## src/lcdseq_pkg.sv

```systemverilog
package lcdseq_pkg;

    // Decimal conversion: number of digit positions kept for a written number.
    localparam int MAX_DIGITS  = 20;
    localparam int BCD_W       = 4 * MAX_DIGITS;
    localparam int DIGIT_IDX_W = $clog2(MAX_DIGITS);
    localparam int NUM_W       = 64;
    localparam int CONV_CNT_W  = $clog2(NUM_W);

    // Byte queue between the request decoder and the strobe generator.
    localparam int QUEUE_DEPTH = 4;
    localparam int QUEUE_PTR_W = $clog2(QUEUE_DEPTH);
    localparam int QUEUE_CNT_W = $clog2(QUEUE_DEPTH + 1);

    // Configuration port.
    localparam int CFG_INDEX_W = 3;
    localparam int CFG_DATA_W  = 6;

    // Controller command bytes.
    localparam logic [7:0] CMD_CLEAR   = 8'h01;
    localparam logic [7:0] CMD_HOME    = 8'h02;
    localparam logic [7:0] CMD_ENTRY   = 8'h06;
    localparam logic [7:0] CMD_DISPLAY = 8'h0C;
    localparam logic [7:0] CMD_BUS8    = 8'h38;
    localparam logic [7:0] CMD_BUS4    = 8'h28;
    localparam logic [7:0] CURSOR_BASE = 8'h80;
    localparam logic [7:0] CHAR_ZERO   = 8'h30;

    // Delays in milliseconds.
    localparam logic [6:0] INIT_WAIT_MS = 7'd100;
    localparam logic [3:0] AFTER_SHORT  = 4'd2;
    localparam logic [3:0] AFTER_DATA   = 4'd5;
    localparam logic [3:0] AFTER_MODE   = 4'd6;
    localparam logic [3:0] AFTER_CLEAR  = 4'd11;

    // Reset values of the configuration registers.
    localparam logic [2:0] ROW_LIMIT_RST    = 3'd2;
    localparam logic [5:0] COLUMN_LIMIT_RST = 6'd16;

    typedef enum logic [2:0] {
        REQ_INIT   = 3'd0,
        REQ_CHAR   = 3'd1,
        REQ_MOVE   = 3'd2,
        REQ_CLEAR  = 3'd3,
        REQ_NUMBER = 3'd4
    } t_req_type;

    typedef enum logic [CFG_INDEX_W-1:0] {
        CFG_BUS_MODE       = 3'd0,
        CFG_CURSOR_VISIBLE = 3'd1,
        CFG_CURSOR_BLINK   = 3'd2,
        CFG_ROW_LIMIT      = 3'd3,
        CFG_COLUMN_LIMIT   = 3'd4
    } t_cfg_index;

    typedef enum logic [1:0] {
        FR_IDLE,
        FR_CONVERT,
        FR_EMIT
    } t_front_state;

    typedef enum logic {
        BK_BYTE,
        BK_LOW_NIBBLE
    } t_back_state;

    typedef struct packed {
        logic       bus_mode;
        logic       cursor_visible;
        logic       cursor_blink;
        logic [2:0] row_limit;
        logic [5:0] column_limit;
    } t_cfg;

    // One byte to be sent to the display, with its delays.
    typedef struct packed {
        logic       reg_select;
        logic [7:0] data;
        logic [6:0] wait_before;
        logic [3:0] wait_after;
        logic       last;
    } t_byte_cmd;

endpackage

```

## src/lcdseq_front.sv

```systemverilog
module lcdseq_front (
    input  logic                             i_clk,
    input  logic                             i_rst_n,
    input  logic                             i_req_valid,
    output logic                             o_req_stall,
    input  logic [2:0]                       i_req_type,
    input  logic [7:0]                       i_char_code,
    input  logic [7:0]                       i_row_index,
    input  logic [7:0]                       i_column_index,
    input  logic [lcdseq_pkg::NUM_W-1:0]     i_number_value,
    input  lcdseq_pkg::t_cfg                 i_cfg,
    output logic                             o_push,
    output lcdseq_pkg::t_byte_cmd            o_cmd,
    input  logic                             i_full
);

    // Add three to every BCD digit of five or more, ahead of the shift.
    function automatic logic [lcdseq_pkg::BCD_W-1:0] dabble_adjust(
        input logic [lcdseq_pkg::BCD_W-1:0] bcd
    );
        logic [lcdseq_pkg::BCD_W-1:0] adj;
        logic [3:0]                   d;
        adj = bcd;
        for (int i = 0; i < lcdseq_pkg::MAX_DIGITS; i++) begin
            d = bcd[4*i +: 4];
            adj[4*i +: 4] = (d >= 4'd5) ? d + 4'd3 : d;
        end
        return adj;
    endfunction

    // Byte sequence of the display start-up.
    function automatic lcdseq_pkg::t_byte_cmd init_entry(
        input lcdseq_pkg::t_cfg cfg,
        input logic [2:0]       idx
    );
        lcdseq_pkg::t_byte_cmd c;
        logic [7:0]            disp;
        disp = lcdseq_pkg::CMD_DISPLAY | {6'd0, cfg.cursor_visible, cfg.cursor_blink};
        c = '0;
        if (cfg.bus_mode) begin
            unique case (idx)
                3'd0: begin
                    c.data = lcdseq_pkg::CMD_HOME;
                    c.wait_before = lcdseq_pkg::INIT_WAIT_MS;
                    c.wait_after = lcdseq_pkg::AFTER_MODE;
                end
                3'd1: begin
                    c.data = lcdseq_pkg::CMD_BUS4;
                    c.wait_after = lcdseq_pkg::AFTER_SHORT;
                end
                3'd2: begin
                    c.data = disp;
                    c.wait_after = lcdseq_pkg::AFTER_SHORT;
                end
                3'd3: begin
                    c.data = lcdseq_pkg::CMD_CLEAR;
                    c.wait_after = lcdseq_pkg::AFTER_CLEAR;
                end
                default: begin
                    c.data = lcdseq_pkg::CMD_ENTRY;
                    c.wait_after = lcdseq_pkg::AFTER_SHORT;
                    c.last = 1'b1;
                end
            endcase
        end else begin
            unique case (idx)
                3'd0: begin
                    c.data = lcdseq_pkg::CMD_BUS8;
                    c.wait_before = lcdseq_pkg::INIT_WAIT_MS;
                    c.wait_after = lcdseq_pkg::AFTER_SHORT;
                end
                3'd1: begin
                    c.data = disp;
                    c.wait_after = lcdseq_pkg::AFTER_SHORT;
                end
                3'd2: begin
                    c.data = lcdseq_pkg::CMD_CLEAR;
                    c.wait_after = lcdseq_pkg::AFTER_CLEAR;
                end
                default: begin
                    c.data = lcdseq_pkg::CMD_ENTRY;
                    c.wait_after = lcdseq_pkg::AFTER_MODE;
                    c.last = 1'b1;
                end
            endcase
        end
        return c;
    endfunction

    lcdseq_pkg::t_front_state                r_state, n_state;
    lcdseq_pkg::t_req_type                   r_type;
    logic [7:0]                              r_char;
    logic [7:0]                              r_addr;
    logic [lcdseq_pkg::NUM_W-1:0]            r_bin;
    logic [lcdseq_pkg::BCD_W-1:0]            r_bcd;
    logic [lcdseq_pkg::CONV_CNT_W-1:0]       r_cnt;
    logic [lcdseq_pkg::DIGIT_IDX_W-1:0]      r_idx;
    logic                                    r_started;

    logic                                    w_accept;
    logic                                    w_step;
    logic                                    w_finish;
    logic [7:0]                              w_addr;
    logic [lcdseq_pkg::BCD_W-1:0]            w_adj;
    logic [3:0]                              w_digit;
    logic                                    w_digit_nz;
    logic                                    w_idx_zero;

    assign o_req_stall = (r_state != lcdseq_pkg::FR_IDLE);
    assign w_accept    = i_req_valid && (r_state == lcdseq_pkg::FR_IDLE);
    assign w_adj       = dabble_adjust(r_bcd);
    assign w_digit     = r_bcd[lcdseq_pkg::BCD_W-1 -: 4];
    assign w_digit_nz  = (w_digit != 4'd0);
    assign w_idx_zero  = (r_idx == '0);

    // Cursor address, or the home address when the target lies beyond the limits.
    always_comb begin
        if ((i_row_index > {5'd0, i_cfg.row_limit})
                || (i_column_index > {2'd0, i_cfg.column_limit})) begin
            w_addr = lcdseq_pkg::CURSOR_BASE;
        end else begin
            w_addr = lcdseq_pkg::CURSOR_BASE + {1'b0, i_row_index[0], 6'd0}
                     + i_column_index + {i_row_index[4:1], 4'd0};
        end
    end

    // Byte generation.
    always_comb begin
        o_push   = 1'b0;
        o_cmd    = '0;
        w_step   = 1'b0;
        w_finish = 1'b0;
        if (r_state == lcdseq_pkg::FR_EMIT) begin
            unique case (r_type)
                lcdseq_pkg::REQ_INIT: begin
                    o_cmd    = init_entry(i_cfg, r_idx[2:0]);
                    o_push   = 1'b1;
                    w_step   = !i_full;
                    w_finish = !i_full && o_cmd.last;
                end
                lcdseq_pkg::REQ_CHAR: begin
                    o_cmd.reg_select = 1'b1;
                    o_cmd.data       = r_char;
                    o_cmd.wait_after = lcdseq_pkg::AFTER_DATA;
                    o_cmd.last       = 1'b1;
                    o_push           = 1'b1;
                    w_finish         = !i_full;
                end
                lcdseq_pkg::REQ_MOVE: begin
                    o_cmd.data       = r_addr;
                    o_cmd.wait_after = lcdseq_pkg::AFTER_SHORT;
                    o_cmd.last       = 1'b1;
                    o_push           = 1'b1;
                    w_finish         = !i_full;
                end
                lcdseq_pkg::REQ_CLEAR: begin
                    o_cmd.data       = lcdseq_pkg::CMD_CLEAR;
                    o_cmd.wait_after = lcdseq_pkg::AFTER_CLEAR;
                    o_cmd.last       = 1'b1;
                    o_push           = 1'b1;
                    w_finish         = !i_full;
                end
                lcdseq_pkg::REQ_NUMBER: begin
                    // Leading zeros are skipped; the units digit always goes out.
                    o_cmd.reg_select = 1'b1;
                    o_cmd.data       = lcdseq_pkg::CHAR_ZERO | {4'd0, w_digit};
                    o_cmd.wait_after = lcdseq_pkg::AFTER_DATA;
                    o_cmd.last       = w_idx_zero;
                    o_push           = r_started || w_digit_nz || w_idx_zero;
                    w_step           = !o_push || !i_full;
                    w_finish         = w_step && w_idx_zero;
                end
                default: begin
                    w_finish = 1'b1;
                end
            endcase
        end
    end

    // Next state.
    always_comb begin
        n_state = r_state;
        unique case (r_state)
            lcdseq_pkg::FR_IDLE: begin
                if (i_req_valid) begin
                    priority if (i_req_type == lcdseq_pkg::REQ_NUMBER) begin
                        n_state = lcdseq_pkg::FR_CONVERT;
                    end else if (i_req_type < lcdseq_pkg::REQ_NUMBER) begin
                        n_state = lcdseq_pkg::FR_EMIT;
                    end else begin
                        n_state = lcdseq_pkg::FR_IDLE;
                    end
                end
            end
            lcdseq_pkg::FR_CONVERT: begin
                if (r_cnt == lcdseq_pkg::CONV_CNT_W'(lcdseq_pkg::NUM_W - 1)) begin
                    n_state = lcdseq_pkg::FR_EMIT;
                end
            end
            lcdseq_pkg::FR_EMIT: begin
                if (w_finish) begin
                    n_state = lcdseq_pkg::FR_IDLE;
                end
            end
            default: begin
                n_state = lcdseq_pkg::FR_IDLE;
            end
        endcase
    end

    always_ff @(posedge i_clk) begin
        if (!i_rst_n) begin
            r_state <= lcdseq_pkg::FR_IDLE;
        end else begin
            r_state <= n_state;
        end
    end

    always_ff @(posedge i_clk) begin
        if (w_accept) begin
            r_type    <= lcdseq_pkg::t_req_type'(i_req_type);
            r_char    <= i_char_code;
            r_addr    <= w_addr;
            r_bin     <= i_number_value;
            r_bcd     <= '0;
            r_cnt     <= '0;
            r_started <= 1'b0;
            if (i_req_type == lcdseq_pkg::REQ_NUMBER) begin
                r_idx <= lcdseq_pkg::DIGIT_IDX_W'(lcdseq_pkg::MAX_DIGITS - 1);
            end else begin
                r_idx <= '0;
            end
        end else if (r_state == lcdseq_pkg::FR_CONVERT) begin
            // Shift-and-add-three: one binary bit into the digit register per cycle.
            // A carry out of the top digit means the value has more digits than
            // kept, so all kept digits are written, zeros included.
            r_bcd     <= {w_adj[lcdseq_pkg::BCD_W-2:0], r_bin[lcdseq_pkg::NUM_W-1]};
            r_bin     <= {r_bin[lcdseq_pkg::NUM_W-2:0], 1'b0};
            r_started <= r_started | w_adj[lcdseq_pkg::BCD_W-1];
            r_cnt     <= r_cnt + 1'b1;
        end else if (w_step) begin
            if (r_type == lcdseq_pkg::REQ_NUMBER) begin
                r_bcd     <= {r_bcd[lcdseq_pkg::BCD_W-5:0], 4'd0};
                r_started <= r_started | w_digit_nz;
                r_idx     <= r_idx - 1'b1;
            end else begin
                r_idx <= r_idx + 1'b1;
            end
        end
    end

endmodule

```

## src/lcdseq_queue.sv

```systemverilog
module lcdseq_queue (
    input  logic                  i_clk,
    input  logic                  i_rst_n,
    input  logic                  i_push,
    input  lcdseq_pkg::t_byte_cmd i_data,
    output logic                  o_full,
    input  logic                  i_pop,
    output logic                  o_empty,
    output lcdseq_pkg::t_byte_cmd o_head
);

    lcdseq_pkg::t_byte_cmd                r_mem [lcdseq_pkg::QUEUE_DEPTH];
    logic [lcdseq_pkg::QUEUE_PTR_W-1:0]   r_wr_ptr;
    logic [lcdseq_pkg::QUEUE_PTR_W-1:0]   r_rd_ptr;
    logic [lcdseq_pkg::QUEUE_CNT_W-1:0]   r_count;
    logic                                 w_wr;
    logic                                 w_rd;

    assign o_full  = (r_count == lcdseq_pkg::QUEUE_CNT_W'(lcdseq_pkg::QUEUE_DEPTH));
    assign o_empty = (r_count == '0);
    assign o_head  = r_mem[r_rd_ptr];
    assign w_wr    = i_push && !o_full;
    assign w_rd    = i_pop && !o_empty;

    always_ff @(posedge i_clk) begin
        if (w_wr) begin
            r_mem[r_wr_ptr] <= i_data;
        end
    end

    always_ff @(posedge i_clk) begin
        if (!i_rst_n) begin
            r_wr_ptr <= '0;
            r_rd_ptr <= '0;
            r_count  <= '0;
        end else begin
            if (w_wr) begin
                r_wr_ptr <= r_wr_ptr + 1'b1;
            end
            if (w_rd) begin
                r_rd_ptr <= r_rd_ptr + 1'b1;
            end
            if (w_wr && !w_rd) begin
                r_count <= r_count + 1'b1;
            end else if (w_rd && !w_wr) begin
                r_count <= r_count - 1'b1;
            end
        end
    end

endmodule

```

## src/lcdseq_back.sv

```systemverilog
module lcdseq_back (
    input  logic                  i_clk,
    input  logic                  i_rst_n,
    input  logic                  i_bus_mode,
    input  logic                  i_empty,
    input  lcdseq_pkg::t_byte_cmd i_head,
    output logic                  o_pop,
    output logic                  o_strobe_valid,
    input  logic                  i_strobe_stall,
    output logic                  o_reg_select,
    output logic [7:0]            o_bus_value,
    output logic [6:0]            o_wait_before_ms,
    output logic [3:0]            o_wait_after_ms,
    output logic                  o_last_strobe
);

    lcdseq_pkg::t_back_state r_state, n_state;
    logic                    r_valid, n_valid;
    logic                    r_rs, n_rs;
    logic [7:0]              r_bus, n_bus;
    logic [6:0]              r_before, n_before;
    logic [3:0]              r_after, n_after;
    logic                    r_last, n_last;
    logic                    w_load;

    // The output register takes a new strobe when it is empty or being taken.
    assign w_load = !r_valid || !i_strobe_stall;

    always_comb begin
        n_state = r_state;
        unique case (r_state)
            lcdseq_pkg::BK_BYTE: begin
                if (w_load && !i_empty && i_bus_mode) begin
                    n_state = lcdseq_pkg::BK_LOW_NIBBLE;
                end
            end
            lcdseq_pkg::BK_LOW_NIBBLE: begin
                if (w_load) begin
                    n_state = lcdseq_pkg::BK_BYTE;
                end
            end
            default: begin
                n_state = lcdseq_pkg::BK_BYTE;
            end
        endcase
    end

    always_comb begin
        o_pop    = 1'b0;
        n_valid  = r_valid;
        n_rs     = r_rs;
        n_bus    = r_bus;
        n_before = r_before;
        n_after  = r_after;
        n_last   = r_last;
        if (w_load) begin
            unique case (r_state)
                lcdseq_pkg::BK_LOW_NIBBLE: begin
                    n_valid  = 1'b1;
                    n_rs     = i_head.reg_select;
                    n_bus    = {4'd0, i_head.data[3:0]};
                    n_before = '0;
                    n_after  = i_head.wait_after;
                    n_last   = i_head.last;
                    o_pop    = 1'b1;
                end
                default: begin
                    n_valid = !i_empty;
                    n_rs    = i_head.reg_select;
                    if (i_bus_mode) begin
                        // High nibble first; the byte stays queued for its low half.
                        n_bus    = {4'd0, i_head.data[7:4]};
                        n_before = i_head.wait_before;
                        n_after  = '0;
                        n_last   = 1'b0;
                    end else begin
                        n_bus    = i_head.data;
                        n_before = i_head.wait_before;
                        n_after  = i_head.wait_after;
                        n_last   = i_head.last;
                        o_pop    = !i_empty;
                    end
                end
            endcase
        end
    end

    always_ff @(posedge i_clk) begin
        if (!i_rst_n) begin
            r_state <= lcdseq_pkg::BK_BYTE;
            r_valid <= 1'b0;
        end else begin
            r_state <= n_state;
            r_valid <= n_valid;
        end
    end

    always_ff @(posedge i_clk) begin
        r_rs     <= n_rs;
        r_bus    <= n_bus;
        r_before <= n_before;
        r_after  <= n_after;
        r_last   <= n_last;
    end

    assign o_strobe_valid   = r_valid;
    assign o_reg_select     = r_rs;
    assign o_bus_value      = r_bus;
    assign o_wait_before_ms = r_before;
    assign o_wait_after_ms  = r_after;
    assign o_last_strobe    = r_last;

endmodule

```

## src/char_lcd_bus_sequencer.sv

```systemverilog
// Character-LCD bus sequencer. Each request transfer (start-up, write character,
// move cursor, clear, write unsigned number) becomes a series of strobe transfers,
// one per enable pulse, each giving register select, bus value, the wait before
// the strobe and the extra wait after the standard enable pulse; the final strobe
// of a request is marked with o_last_strobe. In four-bit mode every byte goes out
// as two strobes, high nibble first, with the nibble in bits 3..0. Request types
// five to seven produce no strobes. A request is taken in the cycle after the
// previous request has placed its last byte in the four-entry byte queue; a number
// request first runs the decimal conversion, one binary bit per cycle, and then
// steps through all 20 digit positions. The strobe side delivers one strobe per
// cycle while bytes are queued and the downstream side does not stall.
// Configuration is written through i_cfg_we / i_cfg_index / i_cfg_data and
// must only change while the block is idle.
module char_lcd_bus_sequencer (
    input  logic                                 i_clk,
    input  logic                                 i_rst_n,

    // Request channel.
    input  logic                                 i_req_valid,
    output logic                                 o_req_stall,
    input  logic [2:0]                           i_req_type,
    input  logic [7:0]                           i_char_code,
    input  logic [7:0]                           i_row_index,
    input  logic [7:0]                           i_column_index,
    input  logic [lcdseq_pkg::NUM_W-1:0]         i_number_value,

    // Strobe channel.
    output logic                                 o_strobe_valid,
    input  logic                                 i_strobe_stall,
    output logic                                 o_reg_select,
    output logic [7:0]                           o_bus_value,
    output logic [6:0]                           o_wait_before_ms,
    output logic [3:0]                           o_wait_after_ms,
    output logic                                 o_last_strobe,

    // Configuration write port.
    input  logic                                 i_cfg_we,
    input  logic [lcdseq_pkg::CFG_INDEX_W-1:0]   i_cfg_index,
    input  logic [lcdseq_pkg::CFG_DATA_W-1:0]    i_cfg_data
);

    lcdseq_pkg::t_cfg      r_cfg;
    logic                  w_push;
    lcdseq_pkg::t_byte_cmd w_push_cmd;
    logic                  w_full;
    logic                  w_pop;
    logic                  w_empty;
    lcdseq_pkg::t_byte_cmd w_head;

    // Configuration registers. Writes to indexes beyond the register list are
    // dropped.
    always_ff @(posedge i_clk) begin
        if (!i_rst_n) begin
            r_cfg.bus_mode       <= 1'b0;
            r_cfg.cursor_visible <= 1'b0;
            r_cfg.cursor_blink   <= 1'b0;
            r_cfg.row_limit      <= lcdseq_pkg::ROW_LIMIT_RST;
            r_cfg.column_limit   <= lcdseq_pkg::COLUMN_LIMIT_RST;
        end else if (i_cfg_we) begin
            unique case (lcdseq_pkg::t_cfg_index'(i_cfg_index))
                lcdseq_pkg::CFG_BUS_MODE:       r_cfg.bus_mode       <= i_cfg_data[0];
                lcdseq_pkg::CFG_CURSOR_VISIBLE: r_cfg.cursor_visible <= i_cfg_data[0];
                lcdseq_pkg::CFG_CURSOR_BLINK:   r_cfg.cursor_blink   <= i_cfg_data[0];
                lcdseq_pkg::CFG_ROW_LIMIT:      r_cfg.row_limit      <= i_cfg_data[2:0];
                lcdseq_pkg::CFG_COLUMN_LIMIT:   r_cfg.column_limit   <= i_cfg_data;
                default: begin
                end
            endcase
        end
    end

    // The front end decodes each request into command and data bytes, running
    // the binary-to-decimal conversion for numbers.
    lcdseq_front u_front (
        .i_clk          (i_clk),
        .i_rst_n        (i_rst_n),
        .i_req_valid    (i_req_valid),
        .o_req_stall    (o_req_stall),
        .i_req_type     (i_req_type),
        .i_char_code    (i_char_code),
        .i_row_index    (i_row_index),
        .i_column_index (i_column_index),
        .i_number_value (i_number_value),
        .i_cfg          (r_cfg),
        .o_push         (w_push),
        .o_cmd          (w_push_cmd),
        .i_full         (w_full)
    );

    // The byte queue lets the decoder run ahead of a stalled strobe side.
    lcdseq_queue u_queue (
        .i_clk   (i_clk),
        .i_rst_n (i_rst_n),
        .i_push  (w_push),
        .i_data  (w_push_cmd),
        .o_full  (w_full),
        .i_pop   (w_pop),
        .o_empty (w_empty),
        .o_head  (w_head)
    );

    // The back end splits bytes into nibbles in four-bit mode and holds each
    // strobe in its output register until it is taken.
    lcdseq_back u_back (
        .i_clk            (i_clk),
        .i_rst_n          (i_rst_n),
        .i_bus_mode       (r_cfg.bus_mode),
        .i_empty          (w_empty),
        .i_head           (w_head),
        .o_pop            (w_pop),
        .o_strobe_valid   (o_strobe_valid),
        .i_strobe_stall   (i_strobe_stall),
        .o_reg_select     (o_reg_select),
        .o_bus_value      (o_bus_value),
        .o_wait_before_ms (o_wait_before_ms),
        .o_wait_after_ms  (o_wait_after_ms),
        .o_last_strobe    (o_last_strobe)
    );

endmodule
```

## config.mk

```make
export PLATFORM = sky130hd
export DESIGN_NAME = char_lcd_bus_sequencer
export DESIGN_NICKNAME = d
export VERILOG_FILES = /design/src/lcdseq_pkg.sv /design/src/lcdseq_front.sv /design/src/lcdseq_queue.sv /design/src/lcdseq_back.sv /design/src/char_lcd_bus_sequencer.sv
export SDC_FILE = /design/constraint.sdc
export NUM_CORES = 1
export LEC_CHECK = 0
export ABC_CLOCK_PERIOD_IN_PS = 4100
export BUFFER_PORTS_ARGS = -buffer_cell sky130_fd_sc_hd__buf_2
export CAP_MARGIN = 20
export CELL_PAD_IN_SITES_DETAIL_PLACEMENT = 1
export CELL_PAD_IN_SITES_GLOBAL_PLACEMENT = 2
export CORE_MARGIN = 3
export CORE_UTILIZATION = 38
export DETAILED_ROUTE_END_ITERATION = 10
export GPL_TIMING_DRIVEN = 1
export PLACE_DENSITY_LB_ADDON = 0.3
export REMOVE_ABC_BUFFERS = 1
export SYNTH_ARGS = -nofsm -noshare
export SYNTH_HDL_FRONTEND = slang
export SYNTH_SLANG_ARGS = --single-unit
```

## constraint.sdc

```tcl
create_clock -name i_clk -period 4.1 [get_ports i_clk]
set_clock_uncertainty 0.2 [all_clocks]
set_input_delay 0.82 -clock i_clk [delete_from_list [all_inputs] [get_ports i_clk]]
set_output_delay 0.82 -clock i_clk [all_outputs]
set_load 0.03 [all_outputs]
```

Word-level counts from Yosys, hierarchy flattened

Memory sizes are Yosys's and may differ from the RTL's. A register that Yosys moved wholly into a read port is not among the register bits.
Cells that the tools add are included.
W data, S select, Z words.

Add/subtract/negate cells: 30
Order comparisons: 23
Eq/ne operators: 20
Mux-type cells: 79
Bitwise gates (word level): 3
Reduce and logical (&&, ||, !) cells: 49

Operator list:

| operator              | number |
|---|---|
| $mux W80              | 3 |
| $mux W64              | 2 |
| $mux W4               | 24 |
| $add A4 B2 Y4 const B | 20 |
| $ge A4 B3 Y1 const B  | 20 |
| $mux W20              | 3 |
| $pmux W8 S5           | 1 |
| $mux W5               | 5 |
| $pmux W5 S5           | 1 |
| $pmux W6 S4           | 1 |
| $mux W21              | 1 |
| $mux W1               | 19 |
| $eq A3 B2 Y1 const B  | 6 |
| $pmux W6 S3           | 1 |
| $add A8 B8 Y8         | 2 |
| $pmux W4 S2           | 2 |
| $mux W2               | 7 |
| $mux W7               | 2 |
| $reduce_and A2 Y1     | 7 |
| $eq A3 B3 Y1 const B  | 4 |
| $logic_not A3 Y1      | 4 |
| $reduce_bool A2 Y1    | 6 |
| $eq A3 B1 Y1 const B  | 3 |
| $logic_and A1 B1 Y1   | 9 |
| other kinds (30)      | 51 |

Register bits after elaboration: 219
RAM bits: 84
Word-level logic and storage cells: 230
Memories kept: 1

Memory list:

| memory        | words | width | rd ports | clocked after Yosys merged registers in | write ports | line               | text |
|---|---|---|---|---|---|---|---|
| u_queue.r_mem | 4     | 21    | 1        | 1                                       | 1           | lcdseq_queue.sv:12 | `lcdseq_pkg::t_byte_cmd r_mem [lcdseq_pkg::QUEUE_DEPTH];` |

Longest topological paths before layout

Gate-level depths: netlist of run 1.

Depth after elaboration: 11
Mapped depth: 11
Mapped depth without buffers: 11

Modules after synthesis

A second synthesis of run 1 with hierarchy kept.

Cell total of the unflattened synthesis: 1470
Area total of the unflattened synthesis: 15204.6 um^2

By module, submodules not included:

| module                 | instances | cells an instance | area each (um^2) | sequential area each (um^2) |
|---|---|---|---|---|
| lcdseq_front           | 1         | 1205              | 10242.3          | 4424.2 |
| lcdseq_queue           | 1         | 157               | 3517.1           | 2702.6 |
| lcdseq_back            | 1         | 56                | 920.9            | 670.6 |
| char_lcd_bus_sequencer | 1         | 52                | 524.3            | 240.2 |

Least setup slack after synthesis of run 1

No wires, ideal clock.

Kind: input -> register
Start: input i_req_valid
End: register u_front.r_bin[0] (netlist name) (enable)
Setup time: 418 ps
Data arrival time: 2557 ps
Path slack: 926 ps
Cell stages on the path: 4
Path through: nor2b_1 nor2_1 clkbuf_1 inv_1

Word-level cells in the longest chain between the ends: 2

RTL lines:

| item                         | line                         | text |
|---|---|---|
| start, declared              | char_lcd_bus_sequencer.sv:19 | `input logic i_req_valid,` |
| $logic_and A1 B1 Y1          | lcdseq_front.sv:110          | `assign w_accept = i_req_valid && (r_state == lcdseq_pkg::FR_IDLE);` |
| $reduce_bool A2 Y1 (no line) | -                            |  |
| end signal, assigned         | lcdseq_front.sv:224          | `r_bin <= i_number_value;` |
| end signal, assigned         | lcdseq_front.sv:238          | `r_bin <= {r_bin[lcdseq_pkg::NUM_W-2:0], 1'b0};` |
| end, declared                | lcdseq_front.sv:94           | `logic [lcdseq_pkg::NUM_W-1:0] r_bin;` |

Every way passes these cells.
A chain may end at the register's enable or synchronous reset.

Worst setup path after layout of run 1

Start: register u_front.r_idx[1] (netlist name)
End: register u_queue.r_count[2] (netlist name)

Word-level cells in the longest chain between the ends: 8
Elaborated cells between the ends (all ways): 10
Those cells by class: mux (3); reduce/logical (7)

RTL lines:

| item                         | line                | text |
|---|---|---|
| start, declared              | lcdseq_front.sv:97  | `logic [lcdseq_pkg::DIGIT_IDX_W-1:0] r_idx;` |
| start signal, assigned       | lcdseq_front.sv:229 | `r_idx <= lcdseq_pkg::DIGIT_IDX_W'(lcdseq_pkg::MAX_DIGITS - 1);` |
| start signal, assigned       | lcdseq_front.sv:245 | `r_idx <= r_idx - 1'b1;` |
| start signal, assigned       | lcdseq_front.sv:247 | `r_idx <= r_idx + 1'b1;` |
| $logic_not A5 Y1 (*)         | lcdseq_front.sv:114 | `assign w_idx_zero = (r_idx == '0);` |
| $logic_or A1 B1 Y1 (*)       | lcdseq_front.sv:169 | `o_push = r_started \|\| w_digit_nz \|\| w_idx_zero;` |
| $pmux W1 S2 (*)              | lcdseq_front.sv:134 | `unique case (r_type)` |
| $mux W1 (*)                  | lcdseq_front.sv:133 | `if (r_state == lcdseq_pkg::FR_EMIT) begin` |
| $logic_and A1 B1 Y1 (*)      | lcdseq_queue.sv:22  | `assign w_wr = i_push && !o_full;` |
| via u_queue.w_wr             | lcdseq_queue.sv:16  | `logic w_wr;` |
| $logic_not A1 Y1             | lcdseq_queue.sv:45  | `end else if (w_rd && !w_wr) begin` |
| $logic_and A1 B1 Y1          | lcdseq_queue.sv:45  |  |
| $reduce_bool A2 Y1 (no line) | -                   |  |
| end signal, assigned         | lcdseq_queue.sv:44  | `r_count <= r_count + 1'b1;` |
| end signal, assigned         | lcdseq_queue.sv:46  | `r_count <= r_count - 1'b1;` |
| end, declared                | lcdseq_queue.sv:15  | `logic [lcdseq_pkg::QUEUE_CNT_W-1:0] r_count;` |

Mark *: on every way through the listed nets, which the timed path passes. The rest lies on a longest branch.

==> results of run 1 <==
worst reg2reg max path, cell delays in order, from the launching register on:
cell and delay [ps]:
edfxtp_1 580, nor3_2 410, a2111oi_4 210, o32ai_4 470, ha_1 280, inv_1 80, fa_1 390, xor2_1 190
or3_1 310, a21boi_0 170
worst min path at each step:
stage,start,to,cells after the start,slack (ps)
6_report,i_char_code[1],u_front.r_char[1],1,230
5_1_grt,i_char_code[7],u_front.r_char[7],1,200
4_1_cts,i_char_code[7],u_front.r_char[7],1,190
3_5_place_dp,u_front.r_cnt[1],u_front.r_cnt[1],2,280
3_3_place_gp,r_cfg[7],r_cfg[7],2,260
2_1_floorplan,r_cfg[7],r_cfg[7],2,240
synthesized netlist by cell type (3+ instances only):
cell / instances / area share, %
a21o_1: 5 / 0.26
clkbuf_1: 56 / 1.5
mux4_2: 15 / 2.4
ha_1: 62 / 5.5
a21oi_1: 97 / 3.4
and2_1: 18 / 0.79
or3_1: 16 / 0.71
o21ai_0: 90 / 3.2
a31oi_1: 14 / 0.62
nor2b_1: 24 / 1.1
o311a_1: 6 / 0.42
nor3b_1: 20 / 1.1
o22ai_1: 3 / 0.13
a221oi_1: 3 / 0.19
nand3_1: 99 / 3.5
buf_1: 6 / 0.16
and3_1: 10 / 0.44
a211oi_1: 8 / 0.42
buf_4: 9 / 0.48
xnor2_1: 32 / 2.0
buf_6: 4 / 0.32
nand4_1: 4 / 0.18
a31o_1: 11 / 0.68
a21boi_0: 4 / 0.21
fa_1: 4 / 0.57
mux2i_1: 29 / 2.0
nor3_1: 6 / 0.21
a22oi_1: 7 / 0.37
dfxtp_1: 112 / 16
edfxtp_1: 163 / 35
inv_1: 56 / 1.5
nand2b_1: 25 / 1.1
xor2_1: 8 / 0.49
nand2_1: 300 / 7.9
nor2_1: 58 / 1.5
o221ai_1: 18 / 1.1
or2_2: 8 / 0.35
o21a_1: 3 / 0.16
buf_2: 10 / 0.35
metal layers:
layer | vias up | part of all wire, %
li1 | 5324 | -
met3 | 33 | 3.9
met4 | 2 | 1.4
met1 | 5257 | 48
met2 | 148 | 47
met5 | - | 0.037
layout make-up:
type	instances	area (um^2)
sequential	275	7140
tap	468	586
inverter	56	213
timing repair buffer	142	846
clock inverter	15	154
multi-input combinational	1044	6470
clock buffer	42	817
fill	4123	20500
through the flow:
stage	power, W	setup WS [ps]	TNS [ps]	hold WS, ps	utilization [%]
global route	0.00762	552	0	203	44.2
CTS	0.00734	746	0	193	44.1
floorplan	0.00419	-3750	-595420	243	-
global placement	0.00454	872	0	261	41.4
finish	0.00724	730	0	234	44.2
detailed placement	0.00459	787	0	277	41.4
report_power, final:
part	internal [W]	switching (W)	total, W	leakage (nW)
logic	0.000473	0.000729	0.00120	3.07
registers	0.00319	0.000143	0.00333	2.48
clock network	0.00158	0.00112	0.00270	0.469
kinds of logic after synthesis:
group | share of synthesized area (%)
AOI/OAI and AO/OA | 12.8
xor gates and xnor gates | 2.47
adders and majority gates | 6.04
buffers and inverters | 4.27
DFF | 50.4
muxes | 4.51
other | 0.0265
and+or+nand+nor | 19.5
flip-flops by register name, summed over array words and instances (netlist names), 3 cells and up, named ones only:
name,flops
u_front.r_idx,5
u_front.r_bin,64
u_back.o_wait_after_ms,4
r_cfg,12
u_back.o_bus_value,8
u_front.r_bcd,80
u_queue.r_count,3
u_front.r_cnt,6
u_front.r_addr,8
u_queue.r_mem,60
u_front.r_char,8
u_front.r_type,3
==> summary.md, run 1 <==
| Metric | Value |
|---|---|
| Met1 Resource Use GR | 23.6% |
| Die width | 199 um |
| Most frequent cells in the layout | nand2_1, edfxtp_1, buf_2, dfxtp_1, nand3_1 |
| Number of buffers inserted by port buffering | 123 |
| Post-Syn Area | 14,200 um^2 |
| Max Freq | 297 MHz |
| Placed Area | 15,200 um^2 |
| Clock sinks | 275 |
| Antenna viol nets, final | 0 |
| Postcts setup bufs | 0 |
| GRT Overall Usage | 17.1% |
| GR Util met3 | 3.15% |
| Share of layout cells above drive strength 1 | 14.3% |
| Synth cell types | 67 |
| FFs w/ async S/R, synth | 0% |
| Drc violations | 0 |
| Post-DP HPWL | 22,600 um |
| Critical Path Start | u_front.r_idx[1] |
| Synthesized area per cell | 9.73 um^2 |
| Clk root buf | clkbuf_16 |
| Reg2reg start | u_front.r_idx[1] |
| Fin crit share | 82.2% |
| Yosys warning total | 0 |
| Synth Instances | 1,457 |
| Non-Filler Instances | 2,042 |
| Register-to-register setup slack | 730 ps |
| MaxCap Viol Count | 0 |
| Pwr dens | 446 nW/um^2 |
| Crit path depth | 9 |
| Detailed Route WL | 34,700 um |
| Hold Fails Final Rpt | 0 |
| Cell Chain, Critical Path | nor3_2 > a2111oi_4 > o32ai_4 > ha_1 > inv_1 > fa_1 > xor2_1 > or3_1 > a21boi_0 |
| VDD IR max | 0.230 mV |
| Pin count of the biggest net entering global routing | 116 |
| Fin nets | 1,721 |
| Critical Path AT | 3650 ps |
| Slew HR | 39.6% |
| Fin crit period | 3370 ps |
| Initial DRT Pass Iterations | 5 |
| Fin area | 16,200 um^2 |
| Crit-path leading delay family | compound AO/OA/AOI/OAI gates |
| Max incr delay on CP | 580 ps |
| Hold_buf cts | 0 |
| #FFs+latches synth | 275 |
| Cells after DPL | 1,983 |
| Worst path required time | 4380 ps |
| TritonCTS clock tree | built |
| Leading cell type in the layout, fill and taps excluded | nand2_1 |
| R2R cell count | 9 |
| Initial antenna violation count | 1 |
| Boundary Pins | 128 |
| RSZ-0062 raised after global routing | false |
| Setup CP Type | reg2reg |
| Max FO, Critical Path | 12 |
| Worst Path Buf+Inv | 1 |
| Total number of vias | 10,800 |
| Core area | 36,700 um^2 |
| Worst slew pin tran | 905 ps |
| Clock transition at path regs | 60 ps |
| Deepest clock path buffer count | 3 |
| Cell row count | 70 |
| M2 GR Usage | 28.9% |
| Ant diodes | 0 |
| Crit Reg-Reg Endpoint | u_queue.r_count[2] |
| Remaining global-route overflow | 0 |
| Final weighted congestion in routability-driven placement | 0.786 |
| Die area | 39,600 um^2 |
| Post-synth EDFFs | 163 |
| Outcome | completed |
| Drt wl/cell | 17.0 um |
| H-tree depth | 1 |
| Critical Path Sink Type | flop |
| Fin. max-slew vios | 0 |
| Area grow syn2layout | 14.5% |
| Post-cts resize count | 0 |
| Post-synth top flop | edfxtp_1 |
| Worst setup SP type | flop |
| Crit-path slowest cell | edfxtp_1 |
| Register area share after synthesis | 50.4% |
| Setup crit end | u_queue.r_count[2] |
| Hold Path Class | in2reg |
| Endpoints failing setup | 0 |
| Total CTS buffers | 31 |
| Via count of the first global-routing pass | 10,900 |
| Skew-Pair Late Insertion Delay | 560 ps |
| Die height | 199 um |
| First-pass GRT wire length | 56,400 um |
| Initial DRC count | 563 |
| Leakage | 6.01 nW |
| Initial Utilization | 38.6% |
| Avg Vias per Cell | 5.27 |
| Layer with the highest usage | met2 |
No activity file was read; power rests on OpenSTA's default activity.
==> run 2: changes to the inputs <==
Settings changed: ABC_CLOCK_PERIOD_IN_PS 4100 to 2700, CORE_UTILIZATION 38 to 35.
Clock period 4.1 ns to 2.7 ns, I/O delays scaled along.
==> run 2 against run 1 <==
Against the previous run:
- hold slack got worse by 190 ps
- utilization decreased by 2.1 points
- maximum frequency increased by 27%
- die area grew 8.3%
- clock power grew 58%
- register-to-register slack worse by 680 ps
- setup slack lost 680 ps
==> summary.md, run 2 (synthesis results as in run 1) <==
| Metric | Value |
|---|---|
| Avg Vias per Cell | 5.10 |
| Regs by FF count | u_front.r_bcd x80, u_front.r_bin x64, u_queue.r_mem x60 |
| Worst slew pin tran | 831 ps |
| Setup TNS | 0 ps |
| Remaining global-route overflow | 0 |
| Largest register FFs | 80 |
| Initial antenna violation count | 1 |
| Utilization after layout | 42.1% |
| Total CTS buffers | 34 |
| RSZ-0062 raised after global routing | true |
| Leakage | 6.25 nW |
| Fin crit period | 2650 ps |
| Endpoints failing setup | 0 |
| Max FO, Critical Path | 2 |
| Sequential power share | 44.5% |
| First-pass GRT wire length | 60,100 um |
| Drt wl/cell | 16.7 um |
| Fin nets | 1,769 |
| Drc violations | 0 |
| Clock sinks | 275 |
| Hold Path Class | in2reg |
| Antenna viol nets, final | 0 |
| Worst path required time | 2970 ps |
| Share of total power in combinational logic | 17.5% |
| Deepest clock path buffer count | 3 |
| Cells after DPL | 2,075 |
| Worst hold start | i_cfg_data[4] |
| Critical Path Start | u_front.r_idx[1] |
| Fin. max-slew vios | 0 |
| Most frequent cells in the layout | nand2_1, edfxtp_1, buf_2, dfxtp_1, nand3_1 |
| Leading cell type in the layout, fill and taps excluded | nand2_1 |
| Final weighted congestion in routability-driven placement | 0.781 |
| Critical Path Sink Type | flop |
| Multi-input logic area | 6490 um^2 |
| Total power | 0.0112 W |
| VDD IR max | 0.376 mV |
| Pwr dens | 671 nW/um^2 |
| Setup crit end | u_queue.r_count[2] |
| Die area | 42,900 um^2 |
| Fin crit share | 98.1% |
| Clock transition at path regs | 60 ps |
| Initial DRT Pass Iterations | 4 |
| Post-DP HPWL | 23,900 um |
| Cell row count | 73 |
| Number of buffers inserted by port buffering | 123 |
| Clock share of power | 38.0% |
| Register area | 7140 um^2 |
| Initial Utilization | 35.6% |
| Core area | 39,800 um^2 |
| Skew-Pair Late Insertion Delay | 540 ps |
| # fillers | 4,577 |
| Clk root buf | clkbuf_16 |
| H-tree depth | 2 |
| Boundary Pins | 128 |
| P_int | 0.00811 W |
| Critical Path AT | 2920 ps |
| Psw | 0.00314 W |
| Total number of vias | 11,000 |
| Reg2reg start | u_front.r_idx[1] |
| Initial DRC count | 480 |
| Die height | 207 um |
| Slew HR | 44.6% |
| Worst setup SP type | flop |
| Area grow syn2layout | 18.3% |
| Register-to-register setup slack | 50 ps |
| Via count of the first global-routing pass | 11,400 |
| Pin count of the biggest net entering global routing | 121 |
| GRT Overall Usage | 16.7% |
| Crit Reg-Reg Endpoint | u_queue.r_count[2] |
| Top reg by flops | u_front.r_bcd |
| Sw frac | 27.9% |
| Die width | 207 um |
| Detailed Route WL | 35,800 um |
| Setup CP Type | reg2reg |
| Outcome | completed |
| Non-Filler Instances | 2,148 |
| Max Freq | 378 MHz |
| R2R cell count | 9 |
| MaxCap Viol Count | 0 |
| Share of layout cells above drive strength 1 | 16.3% |
| Hold Fails Final Rpt | 0 |
| TritonCTS clock tree | built |
run 2: cell types whose count changed in the layout (fill, tap and decap cells not counted), sizes merged:
cell and change:
buf +35, dlymetal6s2s -1, clkinv -4, bufinv -3, diode +1, dlygate4sd3 +11
clkbuf +10
run 2: power by group through the flow:
stage          clock [W]  sequential, W  combinational (W)
3_5_place_dp           0        0.00509            0.00198
6_report         0.00427        0.00500            0.00197
2_1_floorplan          0        0.00538           0.000984
4_1_cts          0.00443        0.00501            0.00201
5_1_grt          0.00461        0.00504            0.00219
3_3_place_gp           0        0.00507            0.00193
run 2: worst min path at each step:
stage	cells after the start	slack, ps	to
3_3_place_gp	2	260	r_cfg[7]
3_5_place_dp	2	280	r_cfg[7]
2_1_floorplan	2	240	r_cfg[7]
5_1_grt	3	20	r_cfg[4]
4_1_cts	3	7	r_cfg[4]
6_report	3	40	r_cfg[4]
run 2: per-stage QoR:
stage,instance area (um^2),setup slack [ps],hold slack [ps]
floorplan,13800,-5150,243
global placement,15600,21.7,261
detailed placement,15600,-26.4,279
CTS,16800,34.9,7.49
global route,16800,-89.7,16.1
finish,16800,52.0,41.7
run 2: per-layer routing:
metal	vias up	wire length, um	track usage [%]
met5	-	13	0
met1	5330	16600	21.7
met3	36	1430	3.69
li1	5441	-	-
met4	2	438	3.42
met2	145	17300	28.6
run 2: repair_timing:
item	in CTS	in global routing
resized for setup	3	3
pin swaps	2	1
endpoints found under the hold margin	11	0
hold buffers	11	0
setup endpoints to repair	1	18
buffers inserted	1	0
run 2: final cells by class:
cell class / instances / share of cell area [%]
Antenna cell: 1 / 0.0149
Clock buffer: 52 / 5.78
Clock inverter: 8 / 0.381
Inverter: 56 / 1.27
Multi-Input combinational cell: 1044 / 38.7
Sequential cell: 275 / 42.6
Tap cell: 525 / 3.92
Timing Repair Buffer: 187 / 7.37
run 2: critical path, stage by stage (launching register included):
cell	delay (ps)
edfxtp_1	430
nor3_4	250
a2111oi_4	130
o32ai_4	260
ha_2	230
inv_1	50
fa_1	390
xor2_1	190
or3_1	320
a21boi_1	140
==> run 3: changes to the inputs <==
Settings changed: ABC_CLOCK_PERIOD_IN_PS 2700 to 3000, CORE_UTILIZATION 35 to 40, SYNTH_HIERARCHICAL from default to 1.
Clock period 2.7 ns to 3 ns, I/O delays scaled along.
==> run 3 against run 2 <==
Against the previous run:
- utilization is 5.6 points higher
- sequential cell count is 30 higher
- non-clock buffer count is 15 lower
- cell area is 5.4% higher
- clock-buffer cell count is 1 lower
- final cell count is 0.93% lower
- maximum frequency is 6.3% lower
- critical path depth is 2 higher
- register-to-register slack better by 120 ps
- global-route usage is 1.3 points higher
- highest routed layer unchanged
==> summary.md, run 3 <==
| Metric | Value |
|---|---|
| Fin crit share | 94.2% |
| Most frequent cells in the layout | nand2_1, edfxtp_1, buf_2, dfxtp_1, o21ai_0 |
| Post-synth top area cell | edfxtp_1 |
| Non-Filler Instances | 2,128 |
| Outcome | completed |
| Regs by FF count | u_queue/r_mem x84, u_front/r_bcd x80, u_front/r_bin x64 |
| Fin crit period | 2830 ps |
| #FFs+latches synth | 305 |
| Share of the synthesized area in the top cell type | 38.1% |
| Max FO, Critical Path | 5 |
| Critical Path AT | 3080 ps |
| Yosys warning total | 6 |
| Post-synth EDFFs | 193 |
| Initial DRC count | 467 |
| Leakage | 6.79 nW |
| Total power | 0.0106 W |
| Fin area | 17,700 um^2 |
| Clk root buf | clkbuf_16 |
| Endpoints failing setup | 0 |
| Pin count of the biggest net entering global routing | 107 |
| R2R cell count | 11 |
| Detailed Route WL | 36,900 um |
| Final weighted congestion in routability-driven placement | 0.777 |
| Worst path required time | 3250 ps |
| P_int | 0.00784 W |
| Clock share of power | 39.9% |
| Cells after DPL | 2,061 |
| RSZ-0062 raised after global routing | false |
| Post-synth top flop | edfxtp_1 |
| First-pass GRT wire length | 60,900 um |
| Number of buffers inserted by port buffering | 127 |
| Die width | 201 um |
| Post-Syn Area | 15,200 um^2 |
| Boundary Pins | 128 |
| Skew-Pair Late Insertion Delay | 520 ps |
| Total number of vias | 11,100 |
| Synth cell types | 66 |
| Worst hold start | i_char_code[7] |
| Clock sinks | 305 |
| Initial DRT Pass Iterations | 4 |
| Psw | 0.00274 W |
| Core area | 37,000 um^2 |
| Hold Path Class | in2reg |
| Crit-path slowest cell | fa_1 |
| Register-to-register setup slack | 170 ps |
| Commonest cells in the netlist | nand2_1, edfxtp_1, dfxtp_1 |
| Synth Instances | 1,470 |
| Remaining global-route overflow | 0 |
| Max Freq | 354 MHz |
| Hold Fails Final Rpt | 0 |
| Sequential power share | 46.6% |
| Worst hold path depth | 1 |
| Clock transition at path regs | 60 ps |
| Initial antenna violation count | 3 |
| Hold_buf cts | 0 |
| Drc violations | 0 |
| Share of layout cells above drive strength 1 | 17.1% |
| MaxCap Viol Count | 0 |
| Hold EP | u_front/r_char[7] |
| Total CTS buffers | 37 |
| Share of total power in combinational logic | 13.5% |
| Final WS setup | 173 ps |
| Post-DP HPWL | 24,100 um |
| Worst setup SP type | flop |
| # fillers | 4,145 |
| Reg2reg start | u_queue/r_count[1] |
| Fin. max-slew vios | 0 |
| Worst slew pin tran | 879 ps |
| FFs w/ async S/R, synth | 0% |
| Avg Vias per Cell | 5.22 |
| Crit-path leading delay family | simple AND/OR/NAND/NOR gates |
| Synthesized area per cell | 10.3 um^2 |
| Slew HR | 41.3% |
| Deepest clock path buffer count | 3 |
| Max incr delay on CP | 370 ps |
| Most common cell in the synthesized netlist | nand2_1 |
| VDD IR max | 0.396 mV |
| Top reg by flops | u_queue/r_mem |
| Drt wl/cell | 17.3 um |
| Leading cell type in the layout, fill and taps excluded | nand2_1 |
| Via count of the first global-routing pass | 11,800 |
| Critical Path Sink Type | flop |
| Die area | 40,400 um^2 |
| Antenna viol nets, final | 0 |
| H-tree depth | 2 |
| Area contributors post-synth | edfxtp_1, dfxtp_1, nand2_1, ha_1, o21ai_0 |
| Placed Area | 16,500 um^2 |
| Area grow syn2layout | 16.2% |
| Crit Reg-Reg Endpoint | u_queue/r_count[2] |
| Die height | 201 um |
| Setup CP Type | reg2reg |
| Cell row count | 70 |
| Sw frac | 25.9% |
| Cell Chain, Critical Path | buf_4 > nor3_1 > or2_2 > a21oi_1 > o31ai_2 > ha_1 > inv_1 > fa_1 > xor2_1 > or3_1 > a21boi_1 |
| Largest register FFs | 84 |
| Crit path depth | 11 |
| Register area share after synthesis | 52.9% |
| Fin nets | 1,768 |
| Pwr dens | 599 nW/um^2 |
| Utilization after layout | 47.7% |
| Worst Setup Slack post-DPL | 113 ps |
| TritonCTS clock tree | built |
| Initial Utilization | 41.0% |
| GRT Overall Usage | 18.0% |
| Worst Path Buf+Inv | 2 |
## run 3: cell families (layout without fill, tap and decap cells)
| family | after synthesis | after routing | synth area share, % |
|---|---|---|---|
| fa+ha+maj | 66 | 66 | 5.63 |
| compound gates | 327 | 327 | 13.3 |
| simple gates | 523 | 523 | 15.7 |
| flops | 305 | 305 | 52.9 |
| xor+xnor | 38 | 38 | 2.19 |
| mux | 61 | 61 | 5.89 |
| buf+inv | 149 | 299 | 4.41 |
| other cells | 1 | 5 | 0.0247 |
## run 3: per-stage QoR
stage / setup TNS (ps) / hold slack, ps
5_1_grt: 0 / 24.6
6_report: 0 / 52.0
3_5_place_dp: 0 / 252
3_3_place_gp: 0 / 244
2_1_floorplan: -240890 / 235
4_1_cts: 0 / 30.1
## run 3: final cells by class
| class | count | area, um^2 | area share, % |
|---|---|---|---|
| timing repair buffer | 172 | 1070 | 6.05 |
| clock buffer | 51 | 1070 | 6.07 |
| clock inverter | 14 | 77.6 | 0.439 |
| multi-input combinational | 1019 | 6550 | 37.0 |
| sequential | 305 | 8040 | 45.5 |
| antenna | 1 | 2.50 | 0.0142 |
| tap | 504 | 631 | 3.57 |
| inverter | 62 | 235 | 1.33 |
## run 3: worst max-delay path by stage
stage | startpoint | endpoint | slack (ps)
6_report | u_queue/r_count[1] | u_queue/r_count[2] | 170
5_1_grt | u_front/r_bcd[77] | u_queue/r_count[2] | 10
4_1_cts | u_front/r_bcd[77] | u_queue/r_count[2] | 100
3_5_place_dp | u_front/r_bcd[77] | u_queue/r_count[2] | 110
3_3_place_gp | u_front/r_bcd[77] | u_queue/r_count[2] | 170
2_1_floorplan | i_req_valid | u_front/r_bcd[12] | -1700
## run 3: power groups by stage
stage,combinational [W],sequential (W),clock (W)
final,0.00143,0.00494,0.00422
after floorplan,0.000753,0.00519,0
after global placement,0.00140,0.00501,0
after CTS,0.00145,0.00494,0.00433
after detailed placement,0.00144,0.00502,0
after global routing,0.00160,0.00497,0.00450
## run 3: repair_timing
action,CTS,global route
gates resized for setup,0,2
buffers inserted,0,0
setup endpoints to repair,0,7
## run 3: worst reg2reg max path, stage by stage, from the launching register on
cell and delay [ps]:
dfxtp_1 320, buf_4 160, nor3_1 360, or2_2 180, a21oi_1 100, o31ai_2 120, ha_1 250, inv_1 60
fa_1 370, xor2_1 180, or3_1 320, a21boi_1 140
## run 3: metal layers
layer / track usage [%] / vias up / wire (um)
li1: - / 5472 / -
met1: 22.7 / 5447 / 16400
met2: 32.3 / 138 / 18600
met3: 3.26 / 48 / 1350
met4: 3.59 / 2 / 527
met5: 0 / - / 13
